===== src/bira_pkg.sv =====
// Shared types and constants for the bounded insert/remove array unit.
package bira_pkg;

   localparam int CAPACITY = 64;
   localparam int DATA_W   = 32;
   localparam int OP_W     = 3;
   localparam int POS_W    = 7;
   localparam int COUNT_W  = 7;
   localparam int STATUS_W = 2;
   localparam int FILL_W   = $clog2(CAPACITY + 1);
   // Width used for every index compare, wide enough for a request position and for the length.
   localparam int CMP_W    = (FILL_W > POS_W) ? FILL_W : POS_W;
   localparam int GROUP    = 8;
   localparam int NGROUPS  = (CAPACITY + GROUP - 1) / GROUP;

   typedef enum logic [OP_W-1:0] {
      OP_READ   = 3'd0,
      OP_WRITE  = 3'd1,
      OP_INSERT = 3'd2,
      OP_REMOVE = 3'd3,
      OP_RESIZE = 3'd4,
      OP_ERASE  = 3'd5
   } op_type;

   typedef enum logic [STATUS_W-1:0] {
      ST_OK     = 2'd0,
      ST_RANGE  = 2'd1,
      ST_LENGTH = 2'd2,
      ST_FULL   = 2'd3
   } status_type;

   typedef enum logic [2:0] {
      CMD_NONE,
      CMD_READ,
      CMD_WRITE,
      CMD_INSERT,
      CMD_REMOVE,
      CMD_TRUNC,
      CMD_ERASE
   } cmd_kind_type;

   typedef struct packed {
      cmd_kind_type      kind;
      logic [CMP_W-1:0]  pos;
      logic [CMP_W-1:0]  bound;
      logic [DATA_W-1:0] data;
   } cmd_type;

endpackage


===== src/bira_ctrl.sv =====
// Length register, range checks and the command broadcast to the cell chain.
module bira_ctrl (
   input  logic                          clock,
   input  logic                          reset,
   input  logic                          en,
   input  logic [bira_pkg::OP_W-1:0]     op,
   input  logic [bira_pkg::POS_W-1:0]    position,
   input  logic [bira_pkg::DATA_W-1:0]   data_in,
   input  logic [bira_pkg::POS_W-1:0]    new_size,
   output bira_pkg::cmd_type             cmd,
   output logic [bira_pkg::STATUS_W-1:0] status,
   output logic [bira_pkg::COUNT_W-1:0]  count
);

   logic [bira_pkg::FILL_W-1:0] fill_ff;
   logic [bira_pkg::FILL_W-1:0] fill_in;
   logic [bira_pkg::CMP_W-1:0]  pos_c;
   logic [bira_pkg::CMP_W-1:0]  want_c;
   logic [bira_pkg::CMP_W-1:0]  fill_c;
   logic [bira_pkg::CMP_W-1:0]  cap_c;
   logic [bira_pkg::CMP_W-1:0]  fill_next_c;

   assign pos_c  = bira_pkg::CMP_W'(position);
   assign want_c = bira_pkg::CMP_W'(new_size);
   assign fill_c = bira_pkg::CMP_W'(fill_ff);
   assign cap_c  = bira_pkg::CMP_W'(bira_pkg::CAPACITY);

   always_comb begin
      fill_in   = fill_ff;
      status    = bira_pkg::ST_OK;
      cmd.kind  = bira_pkg::CMD_NONE;
      cmd.pos   = pos_c;
      cmd.bound = want_c;
      cmd.data  = data_in;
      case (op)
         bira_pkg::OP_READ: begin
            if (pos_c < fill_c) cmd.kind = bira_pkg::CMD_READ;
            else status = bira_pkg::ST_RANGE;
         end
         bira_pkg::OP_WRITE: begin
            if (pos_c < fill_c) cmd.kind = bira_pkg::CMD_WRITE;
            else status = bira_pkg::ST_RANGE;
         end
         bira_pkg::OP_INSERT: begin
            if (pos_c > fill_c) begin
               status = bira_pkg::ST_RANGE;
            end else if (fill_c >= cap_c) begin
               status = bira_pkg::ST_FULL;
            end else begin
               cmd.kind = bira_pkg::CMD_INSERT;
               fill_in  = bira_pkg::FILL_W'(fill_ff + 1'b1);
            end
         end
         bira_pkg::OP_REMOVE: begin
            if (pos_c >= fill_c) begin
               status = bira_pkg::ST_RANGE;
            end else begin
               cmd.kind = bira_pkg::CMD_REMOVE;
               fill_in  = bira_pkg::FILL_W'(fill_ff - 1'b1);
            end
         end
         bira_pkg::OP_RESIZE: begin
            if (want_c > cap_c) begin
               status = bira_pkg::ST_LENGTH;
            end else begin
               cmd.kind = bira_pkg::CMD_TRUNC;
               fill_in  = bira_pkg::FILL_W'(want_c);
            end
         end
         bira_pkg::OP_ERASE: begin
            cmd.kind = bira_pkg::CMD_ERASE;
            fill_in  = '0;
         end
         default: begin
            fill_in = fill_ff;
         end
      endcase
   end

   // The reported count is the new length, kept to its low seven bits.
   assign fill_next_c = bira_pkg::CMP_W'(fill_in);
   assign count       = fill_next_c[bira_pkg::COUNT_W-1:0];

   always_ff @(posedge clock) begin
      if (reset) begin
         fill_ff <= '0;
      end else if (en) begin
         fill_ff <= fill_in;
      end
   end

endmodule


===== config.mk =====
export PLATFORM = sky130hd
export DESIGN_NAME = bira_ctrl
export DESIGN_NICKNAME = d
export VERILOG_FILES = /design/src/bira_pkg.sv /design/src/bira_ctrl.sv
export SDC_FILE = /design/constraint.sdc
export NUM_CORES = 1
export LEC_CHECK = 0
export BUFFER_PORTS_ARGS = -buffer_cell sky130_fd_sc_hd__buf_2
export CORE_ASPECT_RATIO = 0.6
export CORE_MARGIN = 2
export CORE_UTILIZATION = 30
export CTS_BUF_LIST = sky130_fd_sc_hd__clkbuf_4
export CTS_CLUSTER_DIAMETER = 200
export DETAILED_ROUTE_END_ITERATION = 8
export MAX_ROUTING_LAYER = met4
export PLACE_DENSITY_LB_ADDON = 0.08
export SKIP_CTS_REPAIR_TIMING = 1
export SYNTH_ARGS = -nofsm -noshare
export SYNTH_HDL_FRONTEND = slang
export SYNTH_SLANG_ARGS = --single-unit

===== constraint.sdc =====
create_clock -name clock -period 2.4 [get_ports clock]
set_input_delay 0 -clock clock [delete_from_list [all_inputs] [get_ports clock]]
set_output_delay 0 -clock clock [all_outputs]
set_load 0.02 [all_outputs]

==> impl_metrics.toml, run 1 <==
[final_layout]
multi_input_area_mm2 = 0.00115
final_util_pct = 38.5
largest_register_ffs = 7
final_common_cell = "buf_2"
n_antenna_cell = 0
final-seq-area_um2 = 146
final_nets = 289
area_growth_pct = 20.2
final_cell_mix = "42 x buf_2, 19 x nand2_1, 19 x buf_4, 17 x nor2_1, 11 x nor3_1"
stdcell_count = 290
fillers = 511
drive_gt1_share_pct = 49.3

[setup_path]
critPathArrivalTime_ps = 2340
ff2ff_setup_slack_ps = 240
crit_type = "flop to output pin"
path_max_fanout = 9
path_depth = 10
cp.required_ps = 2400
cp-start-kind = "flop"
reg2reg_to = "fill_c[4]"
reg2reg_depth = 7
endpoint_kind = "output pin"
critPathSlowestCell = "dfxtp_2"
crit_family = "compound AO/OA/AOI/OAI gates"
crit_chain = "inv_2, ha_4, a21oi_1, o21ai_4, o21ai_4, buf_4, nand2_1, o311ai_4, a21o_1, buf_4"
worst-path-buf-inv = 3
critPathMaxStageDelay_ps = 330
reg2reg_from = "fill_c[0]"

[place]
post-place-ws_ps = 167
port-buffer-count = 45
gp_congestion = 0.846
hpwl_um = 3890
dpl.cell_count = 284

[min_path]
min_from = "data_in[0]"
hold_depth = 0
min_to = "cmd[0]"
hp-class = "primary input to output pin"

[synthesis]
synth_flop_cell = "dfxtp_1"
synth-edff-count = 0
yosys_warnings = 0
ys_types = 56
synth_nets = 273
synth.cell_area_mm2 = 0.00151
syn-instance-count = 212
ys_seq_area_share_pct = 9.29
async_reset_ff_share_pct = 0
syn_area_per_cell_um2 = 7.11
synth-seq-cells = 7

[timing]
worst_slack_ps = 60.5
rsz0062_at_grt = "yes"
timing.slew.headroom_pct = 66.6
tns_ps = 0
slew_viol_final = 0
worst_pin_slew_ps = 497
fin_worst_skew_ps = 7.78
finalCriticalPeriod_ps = 2340
setup_violations = 0
max_freq_mhz = 427
fin_crit_sh_pct = 97.5
finalHoldViolCount = 0

[clock_tree]
cts_tree = "done"
cts_buffers = 3
clk_latency_ps = 260
cts_max_path_buffers = 2
clock-root-buffer = "clkbuf_4"
htreeDepth = 1
clk_pin_slew_ps = 70
cts_sinks = 7

[route]
drtPass1Iterations = 4
routedWlPerCell_um = 17.1
postRouteAntennaNets = 0
via_count = 1572
drc = 0
vias_per_cell = 5.42
totalWireLength_um = 4970
drtIter0Drc = 58

[grt]
grt_pass1_vias = 1426
grt_max_degree = 15
grt-ovfl-total = 0
track_usage_pct = 17.7
antenna_found_initial = 0
grt_pass1_wl_um = 7330

[floorplanning]
die-height_um = 58.9
fp.dieArea_mm2 = 0.00563
ios = 110
floorplan.initialDensity_pct = 32.0
num_rows = 19
fp.coreArea_mm2 = 0.00471
fp.dieW_um = 95.5

[flow_run]
maxCapViolations = 0

[pwr]
ir_worst_vdd_uv = 101
leakage_uw = 0.000761
power_per_cell_area_mw_per_mm2 = 358

[run_status]
status = "completed"
==> stage by stage <==
step	power, µW	hold slack (ps)	cell area [µm²]
floorplan	424	78.1	1510
global placement	448	0.137	1560
detailed placement	451	0.137	1560
CTS	586	0.137	1590
global route	688	0.0303	1810
finish	650	0.00776	1810
==> cells in the mapped netlist, types with 2 or more instances <==
library cell | n | area (µm²)
a311oi_1 | 3 | 26.3
buf_4 | 46 | 345
clkbuf_1 | 3 | 11.3
o31ai_1 | 2 | 15.0
o41ai_2 | 2 | 32.5
dfxtp_1 | 7 | 140
inv_1 | 11 | 41.3
a211o_1 | 2 | 17.5
a21o_1 | 2 | 15.0
o21ai_0 | 7 | 35.0
a31oi_1 | 2 | 12.5
nand2b_1 | 5 | 31.3
o31a_1 | 2 | 17.5
nand4_1 | 3 | 18.8
nor2_1 | 19 | 71.3
o22ai_1 | 2 | 12.5
nor4_1 | 4 | 25.0
ha_1 | 9 | 113
nand2_1 | 19 | 71.3
nor3_1 | 13 | 65.1
o21ai_2 | 2 | 17.5
nand3_1 | 6 | 30.0
a21oi_1 | 8 | 40.0
==> routing by layer <==
layer  GRT usage [%]  wire [µm]
met1            26.6       2370
met2            22.9       2020
met3            3.84        484
met4            5.71         95
met5               -          0
==> area by class of cell <==
type | count | share of cell area, %
Clock buffer | 4 | 1.66
Timing Repair Buffer | 62 | 20.1
Multi-Input combinational cell | 142 | 63.4
Sequential cell | 7 | 8.07
Inverter | 12 | 2.48
Tap cell | 63 | 4.35
==> worst max path at each step <==
stage	startpoint	endpoint
5_1_grt	fill_c[0]	count[6]
3_3_place_gp	fill_c[5]	fill_c[5]
2_1_floorplan	fill_c[3]	count[0]
6_report	fill_c[6]	count[1]
4_1_cts	fill_c[5]	count[1]
3_5_place_dp	fill_c[5]	fill_c[5]
==> worst reg2reg max path, stage by stage, from the launching register on <==
cell and delay [ps]:
dfxtp_2 330, ha_1 290, nand2b_1 150, a211o_1 310, a21o_4 280, o41ai_4 340, o22ai_2 130, a311oi_2 240
==> report_power, final <==
part	internal [µW]	switching (µW)	total [µW]
sequential	124	5.09	129
clock	75.4	55.6	131
combinational	155	235	390
==> logic make-up after synthesis <==
logic type	count (synthesis)	share of synthesized area, %
flops	7	9.29
compound gates	52	28.3
buf+inv	63	27.2
simple gates	80	27.1
mux	1	0.664
fa+ha+maj	9	7.47
(Power assumes the default switching activity.)
==> run 2: changes to the inputs <==
--- a/config.mk
+++ b/config.mk
@@ -6,9 +6,11 @@
 export NUM_CORES = 1
 export LEC_CHECK = 0
 export BUFFER_PORTS_ARGS = -buffer_cell sky130_fd_sc_hd__buf_2
+export CELL_PAD_IN_SITES_DETAIL_PLACEMENT = 1
+export CELL_PAD_IN_SITES_GLOBAL_PLACEMENT = 1
 export CORE_ASPECT_RATIO = 0.6
 export CORE_MARGIN = 2
-export CORE_UTILIZATION = 30
+export CORE_UTILIZATION = 25
 export CTS_BUF_LIST = sky130_fd_sc_hd__clkbuf_4
 export CTS_CLUSTER_DIAMETER = 200
 export DETAILED_ROUTE_END_ITERATION = 8
==> impl_metrics.toml, run 2 (same netlist as run 1, synthesis figures left out) <==
[pwr]
leakage_uw = 0.000803
ir_worst_vdd_uv = 106
clockPowerShare_pct = 19.1
intPower_uw = 378
power_frac_seq_pct = 18.4
power_per_cell_area_mw_per_mm2 = 355
p_sw_share_pct = 46.1
pwr-share-comb_pct = 62.5
switchingPower_uw = 323

[setup_path]
endpoint_kind = "output pin"
critPathArrivalTime_ps = 2350
cp-start-kind = "flop"
path_max_fanout = 4
cp.required_ps = 2400
crit_type = "flop to output pin"

[floorplanning]
fp.dieArea_mm2 = 0.00669
fp.dieW_um = 104
floorplan.initialDensity_pct = 26.4
die-height_um = 64.2
fp.coreArea_mm2 = 0.00570
num_rows = 21
ios = 110

[grt]
track_usage_pct = 18.3
antenna_found_initial = 0
grt-ovfl-total = 0
grt_max_degree = 15
grt_pass1_vias = 1633
grt_pass1_wl_um = 9150

[clock_tree]
htreeDepth = 1
clk_latency_ps = 270
cts_buffers = 3
clk_pin_slew_ps = 60
cts_sinks = 7
clock-root-buffer = "clkbuf_4"
cts_max_path_buffers = 2
cts_tree = "done"

[min_path]
hp-class = "primary input to output pin"

[timing]
finalHoldViolCount = 0
fin_crit_sh_pct = 97.9
timing.slew.headroom_pct = 60.2
fin_worst_skew_ps = 6.58
setup_violations = 0
finalCriticalPeriod_ps = 2350
max_freq_mhz = 426
tns_ps = 0
whs_ps = 0.00881
worst_pin_slew_ps = 592
slew_viol_final = 0

[final_layout]
final_cell_mix = "42 x buf_2, 24 x buf_4, 17 x nor2_1, 17 x nand2_1, 10 x nor3_1"
final_nets = 297
n_antenna_cell = 0
multi_input_area_mm2 = 0.00122
final-seq-area_um2 = 146
area_growth_pct = 31.1
largest_register_ffs = 7
drive_gt1_share_pct = 56.2
fillers = 713
final_common_cell = "buf_2"

[flow_run]
maxCapViolations = 0

[route]
drtIter0Drc = 50
drtPass1Iterations = 4
drc = 0
via_count = 1634
vias_per_cell = 5.19
totalWireLength_um = 6130
routedWlPerCell_um = 19.5
postRouteAntennaNets = 0

[place]
gp_congestion = 0.835
port-buffer-count = 45
hpwl_um = 4870

[run_status]
status = "completed"
run 2: layout make-up:
class | instances | area share [%]
Inverter | 12 | 2.28
Multi-Input combinational cell | 142 | 61.7
Tap cell | 80 | 5.06
Clock buffer | 4 | 1.52
Timing Repair Buffer | 70 | 22.0
Sequential cell | 7 | 7.41
run 2: final timing paths:
check | cells after the start | from | endpoint | slack [ps]
worst min register to register | 3 | fill_c[1] | fill_c[1] | 640
worst max-delay path | 10 | fill_c[3] | count[5] | 50
worst min-delay path | 0 | data_in[20] | cmd[20] | 0.009
worst max register to register | 10 | fill_c[3] | fill_c[2] | 260
run 2: critical path, cell delays in order, from the launching register on:
cell and delay (ps):
dfxtp_2 340, inv_2 70, ha_4 270, nand4_1 100, buf_6 160, or2_4 250
o21a_2 160, o31a_1 290, o21ai_2 170, nand2_2 110, buf_4 170
run 2: layer usage:
| metal | vias up | GRT usage, % | share of wire (%) | routed length (µm) |
|---|---|---|---|---|
| li1 | 767 | - | - | - |
| met1 | 780 | 25.7 | 48 | 2920 |
| met2 | 61 | 25.3 | 43 | 2620 |
| met3 | 26 | 4.08 | 7.3 | 449 |
| met4 | 0 | 6.59 | 2.3 | 140 |
| met5 | - | - | 0 | 0 |
run 2: power groups by stage:
stage | sequential [µW] | clock, µW | combinational (µW)
after floorplan | 131 | 0 | 293
after global placement | 129 | 0 | 348
after detailed placement | 129 | 0 | 353
after CTS | 127 | 135 | 355
after global routing | 130 | 141 | 472
final | 129 | 134 | 438
run 2: stage by stage:
stage	power, µW	cell area (µm²)	utilization [%]	std cells	setup slack (ps)
2_1_floorplan	424	1510	-	212	45.9
3_3_place_gp	477	1630	28.6	308	177
3_5_place_dp	482	1630	28.6	308	67.8
4_1_cts	617	1660	29.2	312	-251
5_1_grt	743	1980	34.7	315	-19.1
6_report	701	1980	34.7	315	50.1
==> run 3: changes to the inputs <==
--- a/config.mk
+++ b/config.mk
@@ -5,12 +5,13 @@
 export SDC_FILE = /design/constraint.sdc
 export NUM_CORES = 1
 export LEC_CHECK = 0
+export ABC_AREA = 1
 export BUFFER_PORTS_ARGS = -buffer_cell sky130_fd_sc_hd__buf_2
 export CELL_PAD_IN_SITES_DETAIL_PLACEMENT = 1
 export CELL_PAD_IN_SITES_GLOBAL_PLACEMENT = 1
 export CORE_ASPECT_RATIO = 0.6
 export CORE_MARGIN = 2
-export CORE_UTILIZATION = 25
+export CORE_UTILIZATION = 28
 export CTS_BUF_LIST = sky130_fd_sc_hd__clkbuf_4
 export CTS_CLUSTER_DIAMETER = 200
 export DETAILED_ROUTE_END_ITERATION = 8
==> constraint.sdc (replaced) <==
create_clock -name clock -period 2.6 [get_ports clock]
set_input_delay 0 -clock clock [delete_from_list [all_inputs] [get_ports clock]]
set_output_delay 0 -clock clock [all_outputs]
set_load 0.02 [all_outputs]
==> impl_metrics.toml, run 3 <==
[floorplanning]
die-height_um = 63.4
ios = 110
fp.dieW_um = 103
floorplan.initialDensity_pct = 29.3
fp.coreArea_mm2 = 0.00562
fp.dieArea_mm2 = 0.00653
num_rows = 21

[place]
gp_congestion = 0.857
dpl.cell_count = 351
placed_area_mm2 = 0.00165
hpwl_um = 4690
port-buffer-count = 45

[grt]
grt_pass1_wl_um = 8690
antenna_found_initial = 0
grt_pass1_vias = 1570
grt_max_degree = 15
grt-ovfl-total = 0
track_usage_pct = 17.9

[synthesis]
yosys.area.top_type = "buf_4"
ys_top_cells_by_count = "64 x nand2_1, 46 x buf_4, 30 x nand3_1, 24 x nor2_1, 19 x inv_1"
synth-seq-cells = 7
syn_area_per_cell_um2 = 6.10
synth_nets = 331
syn-instance-count = 270
ys_types = 29
synth-edff-count = 0
ys_seq_area_share_pct = 8.51
yosysMostFrequentCell = "nand2_1"
synth_area_leaders = "buf_4 21%, nand2_1 15%, nand3_1 9.1%"
async_reset_ff_share_pct = 0
synth_flop_cell = "dfxtp_1"
yosys.area.top_type_share_pct = 21.0
synth.cell_area_mm2 = 0.00165
yosys_warnings = 0

[timing]
finalHoldViolCount = 0
finalCriticalPeriod_ps = 2340
setup_violations = 0
rsz0062_at_grt = "no"
fin_worst_skew_ps = 2.90
tns_ps = 0
worst_pin_slew_ps = 427
timing.slew.headroom_pct = 71.5
fin_crit_sh_pct = 89.8
max_freq_mhz = 428
slew_viol_final = 0

[setup_path]
reg2reg_depth = 11
crit_type = "flop to output pin"
cp-start-kind = "flop"
reg2reg_from = "fill_c[6]"
cp.required_ps = 2600
ff2ff_setup_slack_ps = 410
endpoint_kind = "output pin"
reg2reg_to = "fill_c[3]"
critPathArrivalTime_ps = 2340
path_max_fanout = 14

[pwr]
leakage_uw = 0.000956
power_per_cell_area_mw_per_mm2 = 377
ir_worst_vdd_uv = 183

[clock_tree]
cts_buffers = 3
cts_sinks = 7
cts_tree = "done"
clk_latency_ps = 250
clk_pin_slew_ps = 50
cts_max_path_buffers = 2
htreeDepth = 1
clock-root-buffer = "clkbuf_4"

[final_layout]
final_area_mm2 = 0.00172
final_nets = 341
final_common_cell = "nand2_1"
drive_gt1_share_pct = 30.8
final_cell_mix = "64 x nand2_1, 45 x buf_2, 30 x nand3_1, 24 x nor2_1, 19 x inv_1"
largest_register_ffs = 7
stdcell_count = 359
n_antenna_cell = 0
fillers = 766
final-seq-area_um2 = 141
multi_input_area_mm2 = 0.00102
area_growth_pct = 4.64

[route]
drtPass1Iterations = 4
drc = 0
via_count = 1684
vias_per_cell = 4.69
postRouteAntennaNets = 0
totalWireLength_um = 5470
routedWlPerCell_um = 15.2
drtIter0Drc = 74

[run_status]
status = "completed"

[min_path]
hp-class = "primary input to output pin"
hold_depth = 0
min_to = "cmd[23]"
min_from = "data_in[23]"

[flow_run]
maxCapViolations = 0
## run 3: cell types whose count changed after synthesis, moves of 6 or more
cell / change
inv_1: +8
nand2_1: +45
nand4_1: +6
nor3_1: -12
nand3_1: +24
inv_2: +7
## run 3: stage by stage
step | power [µW] | setup slack [ps] | hold slack [ps] | util [%]
2_1_floorplan | 476 | 304 | 113 | -
3_3_place_gp | 531 | 294 | 0.137 | 29.4
3_5_place_dp | 525 | 318 | 0.137 | 29.4
4_1_cts | 638 | 157 | 0.137 | 30.0
5_1_grt | 710 | 88.1 | 0.0292 | 30.6
6_report | 649 | 264 | 0.00777 | 30.6
## run 3: cell type report
type / instances / share of cell area (%)
Inverter: 28 / 6.10
Tap cell: 80 / 5.81
Clock buffer: 4 / 1.74
Timing Repair Buffer: 58 / 18.7
Multi-Input combinational cell: 182 / 59.4
Sequential cell: 7 / 8.21
## run 3: worst max-delay path by stage
| stage | cells after the start | slack [ps] | endpoint | from |
|---|---|---|---|---|
| after global routing | 10 | 90 | count[3] | fill_c[4] |
| after CTS | 11 | 160 | count[3] | fill_c[5] |
| after detailed placement | 12 | 320 | fill_c[3] | fill_c[5] |
| after global placement | 12 | 290 | fill_c[3] | fill_c[5] |
| after floorplan | 10 | 300 | cmd[48] | fill_c[6] |
| final | 10 | 260 | count[3] | fill_c[6] |
## run 3: logic make-up (layout without fill, tap and decap cells)
| group | after synthesis | after routing | share of synthesized area (%) |
|---|---|---|---|
| AOI/OAI and AO/OA | 23 | 23 | 8.81 |
| xor gates and xnor gates | 5 | 5 | 2.66 |
| adders and majority gates | 9 | 9 | 6.84 |
| buffers and inverters | 81 | 90 | 29.8 |
| DFF | 7 | 7 | 8.51 |
| and+or+nand+nor | 145 | 145 | 43.4 |
## run 3: worst max-delay path, stage by stage (launching register included)
cell and delay [ps]:
dfxtp_1 440, inv_2 70, ha_1 310, nand2_2 100, nor2_8 160, nand3b_4 220
nand3_4 200, nand2_1 70, nand3_1 70, nand4_1 200, buf_2 230
## run 3: power breakdown
group | switching (µW) | total, µW | internal, µW
Clock | 39.5 | 108 | 68.9
Sequential | 13.0 | 129 | 116
Combinational | 266 | 412 | 146
## run 3: routing by layer
layer  wire [µm]  track usage [%]  vias to the layer above
met2        1990             21.7                       46
li1            -                -                      852
met1        3130             30.6                      782
met5           0                -                        -
met4          13             2.63                        0
met3         348             2.00                        4
