File: src/bira_pkg.sv
// Shared types and constants for the bounded insert/remove array unit.
package bira_pkg;

   localparam int CAPACITY = 64;
   localparam int DATA_W   = 32;
   localparam int OP_W     = 3;
   localparam int POS_W    = 7;
   localparam int COUNT_W  = 7;
   localparam int STATUS_W = 2;
   localparam int FILL_W   = $clog2(CAPACITY + 1);
   // Width used for every index compare, wide enough for a request position and for the length.
   localparam int CMP_W    = (FILL_W > POS_W) ? FILL_W : POS_W;
   localparam int GROUP    = 8;
   localparam int NGROUPS  = (CAPACITY + GROUP - 1) / GROUP;

   typedef enum logic [OP_W-1:0] {
      OP_READ   = 3'd0,
      OP_WRITE  = 3'd1,
      OP_INSERT = 3'd2,
      OP_REMOVE = 3'd3,
      OP_RESIZE = 3'd4,
      OP_ERASE  = 3'd5
   } op_type;

   typedef enum logic [STATUS_W-1:0] {
      ST_OK     = 2'd0,
      ST_RANGE  = 2'd1,
      ST_LENGTH = 2'd2,
      ST_FULL   = 2'd3
   } status_type;

   typedef enum logic [2:0] {
      CMD_NONE,
      CMD_READ,
      CMD_WRITE,
      CMD_INSERT,
      CMD_REMOVE,
      CMD_TRUNC,
      CMD_ERASE
   } cmd_kind_type;

   typedef struct packed {
      cmd_kind_type      kind;
      logic [CMP_W-1:0]  pos;
      logic [CMP_W-1:0]  bound;
      logic [DATA_W-1:0] data;
   } cmd_type;

endpackage

File: src/bira_cell.sv
// One storage cell of the shifting chain.
module bira_cell (
   input  logic                       clock,
   input  logic                       reset,
   input  logic                       en,
   input  logic [bira_pkg::CMP_W-1:0] idx,
   input  bira_pkg::cmd_type          cmd,
   input  logic [bira_pkg::DATA_W-1:0] left_data,
   input  logic [bira_pkg::DATA_W-1:0] right_data,
   output logic [bira_pkg::DATA_W-1:0] data_out,
   output logic [bira_pkg::DATA_W-1:0] rd_out
);

   logic [bira_pkg::DATA_W-1:0] data_ff;
   logic [bira_pkg::DATA_W-1:0] data_in;

   always_comb begin
      data_in = data_ff;
      case (cmd.kind)
         bira_pkg::CMD_WRITE: begin
            if (idx == cmd.pos) data_in = cmd.data;
         end
         bira_pkg::CMD_INSERT: begin
            if (idx == cmd.pos) data_in = cmd.data;
            else if (idx > cmd.pos) data_in = left_data;
         end
         bira_pkg::CMD_REMOVE: begin
            if (idx >= cmd.pos) data_in = right_data;
         end
         bira_pkg::CMD_TRUNC: begin
            if (idx >= cmd.bound) data_in = '0;
         end
         bira_pkg::CMD_ERASE: begin
            data_in = '0;
         end
         default: begin
            data_in = data_ff;
         end
      endcase
   end

   always_ff @(posedge clock) begin
      if (reset) begin
         data_ff <= '0;
      end else if (en) begin
         data_ff <= data_in;
      end
   end

   assign data_out = data_ff;
   assign rd_out   = (cmd.kind == bira_pkg::CMD_READ && idx == cmd.pos) ? data_ff : '0;

endmodule

File: config.mk
export PLATFORM = sky130hd
export DESIGN_NAME = bira_cell
export DESIGN_NICKNAME = d
export VERILOG_FILES = /design/src/bira_pkg.sv /design/src/bira_cell.sv
export SDC_FILE = /design/constraint.sdc
export NUM_CORES = 1
export LEC_CHECK = 0
export BUFFER_PORTS_ARGS = -buffer_cell sky130_fd_sc_hd__buf_2
export CAP_MARGIN = 30
export CELL_PAD_IN_SITES_DETAIL_PLACEMENT = 1
export CELL_PAD_IN_SITES_GLOBAL_PLACEMENT = 2
export CORE_AREA = 5 5 114 116
export DETAILED_ROUTE_END_ITERATION = 6
export DIE_AREA = 0 0 119 121
export PLACE_DENSITY = 0.89
export SYNTH_ARGS = -nofsm -noshare
export SYNTH_HDL_FRONTEND = slang
export SYNTH_SLANG_ARGS = --single-unit
File: constraint.sdc
create_clock -name clock -period 2.55 [get_ports clock]
set_clock_uncertainty 0.2 [all_clocks]
set_input_delay 0 -clock clock [delete_from_list [all_inputs] [get_ports clock]]
set_output_delay 0 -clock clock [all_outputs]
set_load 0.02 [all_outputs]
==> results of run 1 <==
==> worst max-delay path by stage <==
stage / endpoint / slack (ps) / cells after the start
floorplan: data_out[0] / 650 / 9
global placement: data_out[26] / 440 / 8
detailed placement: data_out[24] / 370 / 8
CTS: data_out[27] / 260 / 9
global route: data_out[28] / 130 / 10
finish: data_out[24] / 250 / 8
==> cells by family (layout without fill, tap and decap cells) <==
| logic type | Yosys count | in the layout |
|---|---|---|
| adder cells (fa/ha/maj) | 14 | 14 |
| buffers and inverters | 45 | 288 |
| AND/OR/NAND/NOR | 44 | 44 |
| AO/OA/AOI/OAI | 113 | 113 |
| flip-flops | 32 | 32 |
==> metal layers <==
layer | share of wire (%) | vias up | wire length [um]
met3 | 6.7 | 16 | 794
met2 | 52 | 145 | 6180
met1 | 40 | 1581 | 4750
met4 | 1.2 | 0 | 144
met5 | 0 | - | 0
li1 | - | 1507 | -
==> cell type report <==
cell class	instances	area, um2	area share [%]
repair buffers	264	1680	39.6
multi-input cells	171	1530	36.1
flip-flops and latches	32	641	15.1
well taps	147	184	4.35
clock buffers	5	125	2.96
inverters	16	60.1	1.42
clock inverters	3	18.8	0.443
==> worst max-delay path: cells and delay by family <==
| kind | cells | cell delay, ps |
|---|---|---|
| adders and majority gates | 1 | 290 |
| buffers and inverters | 3 | 960 |
| AOI/OAI and AO/OA | 3 | 770 |
| and+or+nand+nor | 1 | 180 |
==> cell usage after synthesis (all sizes together) (2+ instances only) <==
cell type | number | share of area (%)
nor3b | 2 | 1.1
dfxtp | 32 | 27
a211oi | 34 | 17
o211ai | 3 | 0.97
nand3 | 2 | 0.43
buf | 5 | 1.9
a31oi | 33 | 8.9
o21ai | 4 | 0.86
clkbuf | 24 | 3.9
a222oi | 32 | 14
ha | 14 | 7.5
inv | 16 | 2.6
and2 | 32 | 8.6
==> cell usage in the layout (no fill, tap or decap) <==
cell type | netlist | layout
a211o_1 | 1 | 1
ha_1 | 14 | 14
a32o_1 | 1 | 1
and4_1 | 1 | 1
a21oi_4 | 0 | 1
and2_1 | 32 | 32
a222oi_1 | 32 | 32
or3_1 | 1 | 1
o2111a_1 | 1 | 1
nand2b_1 | 1 | 1
nand2_1 | 1 | 1
clkbuf_16 | 0 | 5
buf_2 | 2 | 186
buf_4 | 0 | 14
a31oi_4 | 0 | 1
dlygate4sd3_1 | 0 | 64
and3_2 | 0 | 1
o2111ai_1 | 1 | 1
clkinv_2 | 0 | 2
a31oi_1 | 33 | 32
o21ai_0 | 4 | 4
nor3_2 | 0 | 1
o211ai_1 | 3 | 3
a41oi_1 | 1 | 1
clkinv_4 | 0 | 1
inv_1 | 16 | 16
nand3_1 | 2 | 2
dfxtp_1 | 32 | 32
nand4_1 | 1 | 1
a211oi_2 | 30 | 30
nor3b_1 | 1 | 1
a211oi_1 | 4 | 4
o21bai_1 | 1 | 1
nor4_1 | 1 | 1
nor3b_4 | 1 | 1
==> power groups by stage <==
stage	clock network [mW]	registers, mW	logic, mW
6_report	0.587	0.585	0.662
4_1_cts	0.612	0.585	0.662
2_1_floorplan	0	0.644	0.267
3_3_place_gp	0	0.593	0.536
5_1_grt	0.636	0.593	0.721
3_5_place_dp	0	0.595	0.554
==> parameters.txt, run 1 <==
Parameter                              Value

Placed design
  DP Area    3450 um2
  Placement Setup Slack    between 300 and 400 ps
  Detailed placement HPWL    roughly 8.3 mm
  Final RePlAce weighted congestion    around 0.77
  Total placed cells including tap cells    566
  Count of buffers inserted at the top-level ports    186

CTS
  TritonCTS clock tree    built
  CTS H-Tree Depth    2
  Clock insertion delay at the later pin of the skew report    270 ps
  Total clock buffers created by CTS    5
  CTS clock-pin slew for the worst setup and hold paths    60 ps
  Number of post-CTS setup repair buffers    0
  Buffers from clock root to sink, at most    2
  Post-cts repair resize count    0
  Number of buffers inserted by hold repair at cts    between 60 and 70
  Number of sinks on the clock net    32
  Library cell used as clock root buffer    clkbuf_16

Global route
  Congestion Overflow GR    0
  Pin count of the biggest net entering global routing    33
  Met3 Resource Use GR    roughly 3.8%
  Met2 global-route usage    29.1%
  Global-route wire length before repair    18.4 mm
  Total global routing track utilization    between 10% and 20%
  Global-route layer with the greatest usage    met2
  Number of global-route vias before repair    roughly 3,500
  Number of antenna violations at the first check in global routing    0
  Routing usage on met1    18.6%

Critical path
  Reg2reg start    data_out[9]
  Crit Path Category    input port to flop
  Cell depth of the worst flop-to-flop path    2
  Worst-case register-to-register setup slack    approximately 1600 ps
  Capture point of the worst reg-to-reg path    data_out[9]
  Required time at the endpoint of the critical path    approximately 2500 ps
  Critical path, cell by cell    buf_2 -> ha_1 -> nand4_1 -> o2111a_1 -> buf_4 -> a222oi_1 -> dlygate4sd3_1 -> a211oi_2
  Timing startpoint of the critical path    idx[6]
  CP startpoint kind    input port
  Critical Path Sink Type    flop
  Max stage delay cell, worst path    dlygate4sd3_1
  CP Data Arrival Time    between 2000 and 2500 ps
  Worst-path maximum fanout    17
  Delay of the slowest critical-path stage    ~620 ps

Route
  Via count    approximately 3,200
  First-pass DRT Iterations    7
  Wire length per cell    around 19 um
  Remaining number of nets flagged by the antenna check after routing    0
  Remaining design rule violation count    0
  Via density per instance    approximately 5
  First DRT Iteration DRCs    224
  Total wire length after detailed routing    11.9 mm

Timing
  Final setup slack of the worst path    247 ps
  Worst slack on hold paths    208 ps
  Fin. max-slew vios    0
  Final Hold Viols    0
  Aggregate negative setup slack    0 ps
  Setup repair after global routing missed its margin    false
  Relative slew slack    between 30 and 40%
  Final critical path time including I/O delays and setup    ~2300 ps
  Final worst-path cycle share    about nine tenths
  Number of setup violations in the final report    0
  Highest attainable clock frequency    434 MHz
  Actual slew at the worst max-slew pin    roughly 940 ps

Status
  Result of the run    finished clean

Power and ir drop
  Sequential group share of total power    a little under a third
  Net switching power    0.603 mW
  Power Density    433 nW/um2
  Power Total    1.83 mW
  Switching Fraction    roughly a third
  Leak Pwr    roughly 2.0 nW
  Peak supply drop    between 200 and 250 uV
  Power Internal    1.23 mW
  Clock network fraction of total power    32.0%
  Share of power burned in combinational logic    a little over a third

Floorplan
  CORE AREA    about 12,000 um2
  Row Count    40
  Die extent in x    approximately 120 um
  Top Ports    187
  Starting Density    a little under 20%
  Die height    approximately 120 um
  Floorplan die area    between 10,000 and 15,000 um2

Logic synthesis
  Number of distinct library cell variants in the gate-level netlist after synthesis    31
  Synthesized flop and latch total    32
  Largest family of logic cells by synthesized area    compound AO/OA/AOI/OAI gates
  Synth Warn #    0
  Xor and xnor area share after synthesis    0%
  Syn Inst Count    ~250
  Dominant register cell in the synthesized netlist    dfxtp_1
  Number of synthesized flops with an enable pin    0
  Adder and majority gate portion of the synthesized area    7.52%
  Synthesized cell area    around 2300 um2
  Compound-cell area share of the yosys netlist    between 40% and 50%
  Synth Area in Simple Gates    about 12%
  Average size of a mapped cell    around 9.4 um2
  Mux share of post-synthesis cell area    0%
  Register area share after synthesis    roughly 27%
  Ys async rst share    0%
  Nets in the synthesized netlist    a little under 400

Cells and area
  Non-filler instance count after layout    638
  Max reg flops    32
  Cell area after layout    ~4200 um2
  Area grow syn2layout    81.7%
  Layout Nets    approximately 630
  Antenna Cells    0
  Final core utilization    approximately 36%
  Filler instances    1,437
  Layout cell share with drive strength beyond 1    a little under 50%

Min path
  Class of the most critical hold timing path    input port to flop
  Endpoint of the worst hold path    data_out[17]
  Cell depth of the worst min-delay path    2
  Startpoint of the tightest hold check path    reset

Run
  Max Cap Violations    0
No activity file was read; power rests on OpenSTA's default activity.
==> run 2, diff against run 1 <==
==> constraint.sdc (replaced) <==
create_clock -name clock -period 2.3 [get_ports clock]
set_clock_uncertainty 0.2 [all_clocks]
set_input_delay 0 -clock clock [delete_from_list [all_inputs] [get_ports clock]]
set_output_delay 0 -clock clock [all_outputs]
set_load 0.02 [all_outputs]
==> run 2 against run 1 <==
Net effect: the run now ends with hold timing left; critical path depth rose by 2; critical path type unchanged; largest cell class unchanged; highest routed layer unchanged; cell count increased by 5.5%; global-route usage grew 2.7 points; worst setup slack worse by 100 ps; non-clock buffer count is 33 higher; critical endpoint is now data_out[9].
==> parameters.txt, run 2 (synthesis gave the netlist of run 1 again) <==
Parameter                              Value

CTS
  CTS clock-pin slew for the worst setup and hold paths    60 ps (about the same)
  CTS H-Tree Depth    2 (unchanged)
  TritonCTS clock tree    built
  Total clock buffers created by CTS    5 (unchanged)
  Number of sinks on the clock net    32 (unchanged)
  Library cell used as clock root buffer    clkbuf_16
  Clock insertion delay at the later pin of the skew report    280 ps (about the same)
  Buffers from clock root to sink, at most    2 (unchanged)

Power and ir drop
  Peak supply drop    241 uV (+16%)
  Leak Pwr    2.16 nW (+8.4%)
  Power Density    451 nW/um2 (+4.1%)
  Power Total    2.07 mW (+13%)

Route
  Wire length per cell    20.6 um (+11%)
  Remaining number of nets flagged by the antenna check after routing    0 (unchanged)
  First DRT Iteration DRCs    308 (+38%)
  Total wire length after detailed routing    13.9 mm (+17%)
  First-pass DRT Iterations    7 (unchanged)
  Via count    3,479 (+7.1%)
  Via density per instance    5.17 (+1.5%)
  Remaining design rule violation count    0 (unchanged)

Global route
  Congestion Overflow GR    0 (unchanged)
  Pin count of the biggest net entering global routing    33 (unchanged)
  Number of antenna violations at the first check in global routing    2 (+2)
  Global-route wire length before repair    21.3 mm (+16%)
  Number of global-route vias before repair    4,000 (+15%)
  Total global routing track utilization    18.6% (+2.7 points)

Floorplan
  Floorplan die area    14,400 um2 (unchanged)
  CORE AREA    11,800 um2 (unchanged)
  Starting Density    19.7% (unchanged)
  Die extent in x    119 um (unchanged)
  Top Ports    187 (unchanged)
  Die height    121 um (unchanged)
  Row Count    40 (unchanged)

Timing
  Number of setup violations in the final report    0 (unchanged)
  Worst slack on hold paths    -63.1 ps (-271 ps)
  Final setup slack of the worst path    143 ps (-104 ps)
  Relative slew slack    61.6% (+24 points)
  Setup repair after global routing missed its margin    false
  Final critical path time including I/O delays and setup    between 2000 and 2500 ps
  Final Hold Viols    1 (+1)
  Fin. max-slew vios    0 (unchanged)
  Highest attainable clock frequency    464 MHz
  Aggregate negative setup slack    0 ps (unchanged)
  Actual slew at the worst max-slew pin    576 ps (-361 ps)
  Final worst-path cycle share    ~94%

Critical path
  Capture point of the worst reg-to-reg path    data_out[7]
  CP bufs+invs    4 (+1)
  Delay of the slowest critical-path stage    590 ps (-30 ps)
  CP startpoint kind    input port
  Required time at the endpoint of the critical path    2290 ps (-180 ps)
  Critical path, cell by cell    buf_2 -> inv_1 -> ha_1 -> nand3_1 -> o2111a_2 -> a21oi_4 -> buf_4 -> a222oi_1 -> dlygate4sd3_1 -> a211oi_2
  CP Data Arrival Time    2150 ps (-70 ps)
  Cell depth of the worst flop-to-flop path    2 (unchanged)
  Reg2reg start    data_out[7]
  Critical Path Sink Type    flop
  Max stage delay cell, worst path    dlygate4sd3_1
  Worst-case register-to-register setup slack    1330 ps (-260 ps)
  Worst-path maximum fanout    13 (-4)
  Cell class contributing the biggest share of worst-path delay    buffers and inverters
  Crit Path Category    input port to flop

Placed design
  Detailed placement HPWL    8.40 mm (+1.2%)
  Final RePlAce weighted congestion    0.744 (-3.5%)
  Count of buffers inserted at the top-level ports    186 (unchanged)
  Placement Setup Slack    119 ps (-248 ps)

Min path
  Cell depth of the worst min-delay path    3 (+1)
  Endpoint of the worst hold path    data_out[7]
  Startpoint of the tightest hold check path    right_data[7]
  Class of the most critical hold timing path    input port to flop

Cells and area
  Commonest cells after routing, fill and taps aside    186 x buf_2, 92 x dlygate4sd3_1
  Layout cell share with drive strength beyond 1    47.2% (-2.3 points)
  Leading cell type in the layout, fill and taps excluded    buf_2
  Layout Nets    660 (+5.3%)
  Area grow syn2layout    96.7%
  Filler instances    1,404 (-2.3%)
  Max reg flops    32 (unchanged)

Run
  Max Cap Violations    0 (unchanged)

Status
  Result of the run    complete, but fails checks
  Violated checks    hold timing
-- run 2: cell count changes in the layout (fill, tap and decap cells not counted) --
cell | before | now
buf_4 | 14 | 17
clkbuf_1 | 0 | 1
o2111a_1 | 1 | 0
dlygate4sd3_1 | 64 | 92
diode_2 | 0 | 3
buf_12 | 0 | 1
o2111a_2 | 0 | 1
clkinv_2 | 2 | 1
buf_16 | 0 | 1
clkinv_4 | 1 | 0
-- run 2: power by group --
group	total, mW	switching (mW)	leakage, nW	internal [mW]
registers	0.651	0.0426	0.263	0.608
logic	0.774	0.399	1.83	0.374
clock network	0.642	0.249	0.0667	0.394
total	2.07	0.691	2.16	1.38
-- run 2: per-stage QoR --
step	instances	instance area, um2	hold WS (ps)	utilization (%)
2_1_floorplan	248	2330	-127	-
3_3_place_gp	569	3480	188	29.5
3_5_place_dp	569	3480	198	29.5
4_1_cts	669	4550	223	38.5
5_1_grt	672	4580	23.2	38.8
6_report	673	4580	-63.1	38.8
-- run 2: cell type report --
cell class	count	area [um2]	share of cell area, %
Tap cell	147	184	4.01
Inverter	16	60.1	1.31
Timing Repair Buffer	297	2030	44.2
Sequential cell	32	641	14.0
Antenna cell	3	7.51	0.164
Multi-Input combinational cell	171	1530	33.4
Clock buffer	6	129	2.81
Clock inverter	1	5.00	0.109
-- run 2: worst min-delay path: cells and delay by family --
kind                   cells  cell delay, ps
AO/OA/AOI/OAI              2             300
buffers and inverters      1              70
-- run 2: routing by layer --
metal / GRT usage (%) / share of wire (%)
met5: 0 / 0
met4: 8.69 / 4.2
met3: 4.52 / 7.2
met2: 34.5 / 53
met1: 19.7 / 36
-- run 2: repair_timing --
| action | CTS | global route |
|---|---|---|
| gates resized for setup | 0 | 1 |
| hold buffers | 93 | 0 |
| setup endpoints to repair | 0 | 3 |
| hold endpoints to repair | 32 | 0 |
| buffers inserted | 0 | 1 |
-- run 2: worst max-delay path by stage --
stage | cells past startpoint | end | from | slack [ps]
finish | 10 | data_out[9] | idx[0] | 140
global route | 10 | data_out[9] | idx[0] | 20
CTS | 8 | data_out[9] | idx[6] | 100
detailed placement | 8 | data_out[20] | idx[4] | 120
global placement | 8 | data_out[13] | idx[4] | 150
floorplan | 9 | data_out[0] | cmd[43] | 400
==> run 3, diff against run 2 <==
--- a/config.mk
+++ b/config.mk
@@ -6,13 +6,12 @@
 export NUM_CORES = 1
 export LEC_CHECK = 0
 export BUFFER_PORTS_ARGS = -buffer_cell sky130_fd_sc_hd__buf_2
-export CAP_MARGIN = 30
 export CELL_PAD_IN_SITES_DETAIL_PLACEMENT = 1
 export CELL_PAD_IN_SITES_GLOBAL_PLACEMENT = 2
-export CORE_AREA = 5 5 114 116
+export CORE_AREA = 5 5 135 99
 export DETAILED_ROUTE_END_ITERATION = 6
-export DIE_AREA = 0 0 119 121
-export PLACE_DENSITY = 0.89
+export DIE_AREA = 0 0 140 104
+export PLACE_DENSITY = 0.88
 export SYNTH_ARGS = -nofsm -noshare
 export SYNTH_HDL_FRONTEND = slang
 export SYNTH_SLANG_ARGS = --single-unit
==> run 3 against run 2 <==
Net effect: the flow finishes with violations (DRC); hold slack better by 87 ps; combinational power is 3.2% lower; clock-buffer cell count shrank 1; critical path depth shrank 2; via count down 4.1%; sequential cell count unchanged; wire length is 5.3% lower; largest cell class unchanged; non-clock buffer count down 1; die area increased by 1.1%; first-iteration DRC count fell by 35%; core utilization shrank 0.50 points; power is 4.3% higher.
==> parameters.txt, run 3 (synthesis gave the netlist of run 1 again) <==
Parameter                              Value

Cells and area
  Area grow syn2layout    97.2%
  Commonest cells after routing, fill and taps aside    186 x buf_2, 95 x dlygate4sd3_1
  Layout cell share with drive strength beyond 1    46.7% (-0.57 points)
  Leading cell type in the layout, fill and taps excluded    buf_2
  Non-filler instance count after layout    685 (+1.8%)
  Max reg flops    32 (unchanged)
  Layout Nets    659 (-0.15%)
  Antenna Cells    0 (-3)

Route
  First-pass DRT Iterations    7 (unchanged)
  Remaining number of nets flagged by the antenna check after routing    0 (unchanged)
  Via count    3,338 (-4.1%)
  Via density per instance    4.87 (-5.7%)
  Remaining design rule violation count    3 (+3)
  Total wire length after detailed routing    13.1 mm (-5.3%)
  Wire length per cell    19.2 um (-7.0%)
  First DRT Iteration DRCs    200 (-35%)

Power and ir drop
  Power Density    470 nW/um2 (+4.1%)
  Leak Pwr    2.16 nW (-0.16%)
  Peak supply drop    244 uV (+1.3%)

Critical path
  Delay of the slowest critical-path stage    300 ps (-290 ps)
  Worst-path maximum fanout    20 (+7)
  Critical path, cell by cell    buf_2 -> ha_1 -> a211oi_1 -> o2111ai_1 -> a32o_1 -> and3_2 -> buf_4 -> a211oi_1
  Crit Path Category    input port to flop
  CP startpoint kind    input port
  Critical Path Sink Type    flop
  Max stage delay cell, worst path    ha_1
  Timing startpoint of the critical path    idx[4]
  CP Data Arrival Time    1870 ps (-280 ps)
  Required time at the endpoint of the critical path    2270 ps (-20 ps)
  Crit path top cell by count    a211oi_1
  Reg2reg start    data_out[26]

Run
  Max Cap Violations    0 (unchanged)

CTS
  TritonCTS clock tree    built
  Post-cts repair resize count    0 (unchanged)
  CTS clock-pin slew for the worst setup and hold paths    50 ps (about the same)
  Clock insertion delay at the later pin of the skew report    280 ps (about the same)
  Buffers from clock root to sink, at most    2 (unchanged)
  Total clock buffers created by CTS    5 (unchanged)
  Library cell used as clock root buffer    clkbuf_16
  CTS H-Tree Depth    2 (unchanged)
  Number of sinks on the clock net    32 (unchanged)

Timing
  Setup repair after global routing missed its margin    false
  Aggregate negative setup slack    0 ps (unchanged)
  Highest attainable clock frequency    526 MHz (+13%)
  Final Hold Viols    0 (-1)
  Fin. max-slew vios    0 (unchanged)
  Final worst-path cycle share    82.7% (-11 points)
  Relative slew slack    35.3% (-26 points)
  Final critical path time including I/O delays and setup    1900 ps (-255 ps)
  Actual slew at the worst max-slew pin    970 ps (+394 ps)
  Number of setup violations in the final report    0 (unchanged)

Min path
  Class of the most critical hold timing path    input port to flop
  Startpoint of the tightest hold check path    right_data[26]

Placed design
  Detailed placement HPWL    8.30 mm (-1.2%)
  Count of buffers inserted at the top-level ports    186 (unchanged)
  Total placed cells including tap cells    582 (+2.3%)
  Final RePlAce weighted congestion    0.794 (+6.8%)

Floorplan
  Floorplan die area    14,600 um2 (+1.1%)
  Row Count    34 (-15%)
  CORE AREA    12,000 um2 (+1.6%)
  Die height    104 um (-14%)
  Starting Density    19.4% (-0.30 points)
  Top Ports    187 (unchanged)
  Die extent in x    140 um (+18%)

Global route
  Number of global-route vias before repair    3,940 (-1.5%)
  Number of antenna violations at the first check in global routing    0 (-2)
  Global-route wire length before repair    20.8 mm (-2.3%)
  Congestion Overflow GR    0 (unchanged)
  Total global routing track utilization    17.5% (-1.1 points)
  Pin count of the biggest net entering global routing    33 (unchanged)

Status
  Result of the run    complete, but fails checks
  Violated checks    DRC
==> run 3: worst max-delay path, delay by kind of cell <==
| kind | cells | cell delay (ps) |
|---|---|---|
| buffers and inverters | 2 | 360 |
| AND/OR/NAND/NOR | 1 | 180 |
| AO/OA/AOI/OAI | 4 | 1020 |
| adder cells (fa/ha/maj) | 1 | 300 |
==> run 3: per-layer routing <==
metal | track usage, % | share of wire (%) | up-vias
li1 | - | - | 1567
met1 | 18.6 | 38 | 1589
met2 | 33.6 | 53 | 162
met3 | 4.41 | 7.1 | 20
met4 | 5.33 | 1.8 | 0
met5 | 0 | 0 | -
==> run 3: path summary, 6_finish.rpt <==
| path | slack (ps) | cells past startpoint | endpoint |
|---|---|---|---|
| worst max-delay path | 400 | 8 | data_out[26] |
| worst min-delay path | 20 | 3 | data_out[26] |
| worst max register to register | 1350 | 2 | data_out[26] |
| worst min register to register | 370 | 2 | data_out[26] |
==> run 3: per-stage QoR <==
stage	cell area [um2]	hold WS (ps)	util [%]	total power [mW]	worst slack [ps]
floorplan	2330	-127	-	1.01	401
global placement	3470	194	29.0	1.25	183
detailed placement	3470	199	29.0	1.27	123
CTS	4590	2.52	38.3	2.17	398
global route	4590	33.7	38.3	2.28	324
finish	4590	24.0	38.3	2.16	399
==> run 3: timing repair <==
action	in CTS	in global routing
hold endpoints to repair	32	0
setup buffers	0	0
hold buffers	95	0
==> run 3: layout make-up <==
| type | instances | area, um2 |
|---|---|---|
| clock buffers | 5 | 125 |
| clock inverters | 3 | 42.5 |
| fillers | 1414 | 7400 |
| inverters | 16 | 60.1 |
| multi-input cells | 171 | 1530 |
| flip-flops and latches | 32 | 641 |
| well taps | 162 | 203 |
| repair buffers | 296 | 1990 |
==> run 3: power breakdown <==
group,switching [mW],internal (mW),total (mW)
logic,0.387,0.362,0.749
clock network,0.251,0.508,0.759
registers,0.0407,0.608,0.649
total,0.678,1.48,2.16
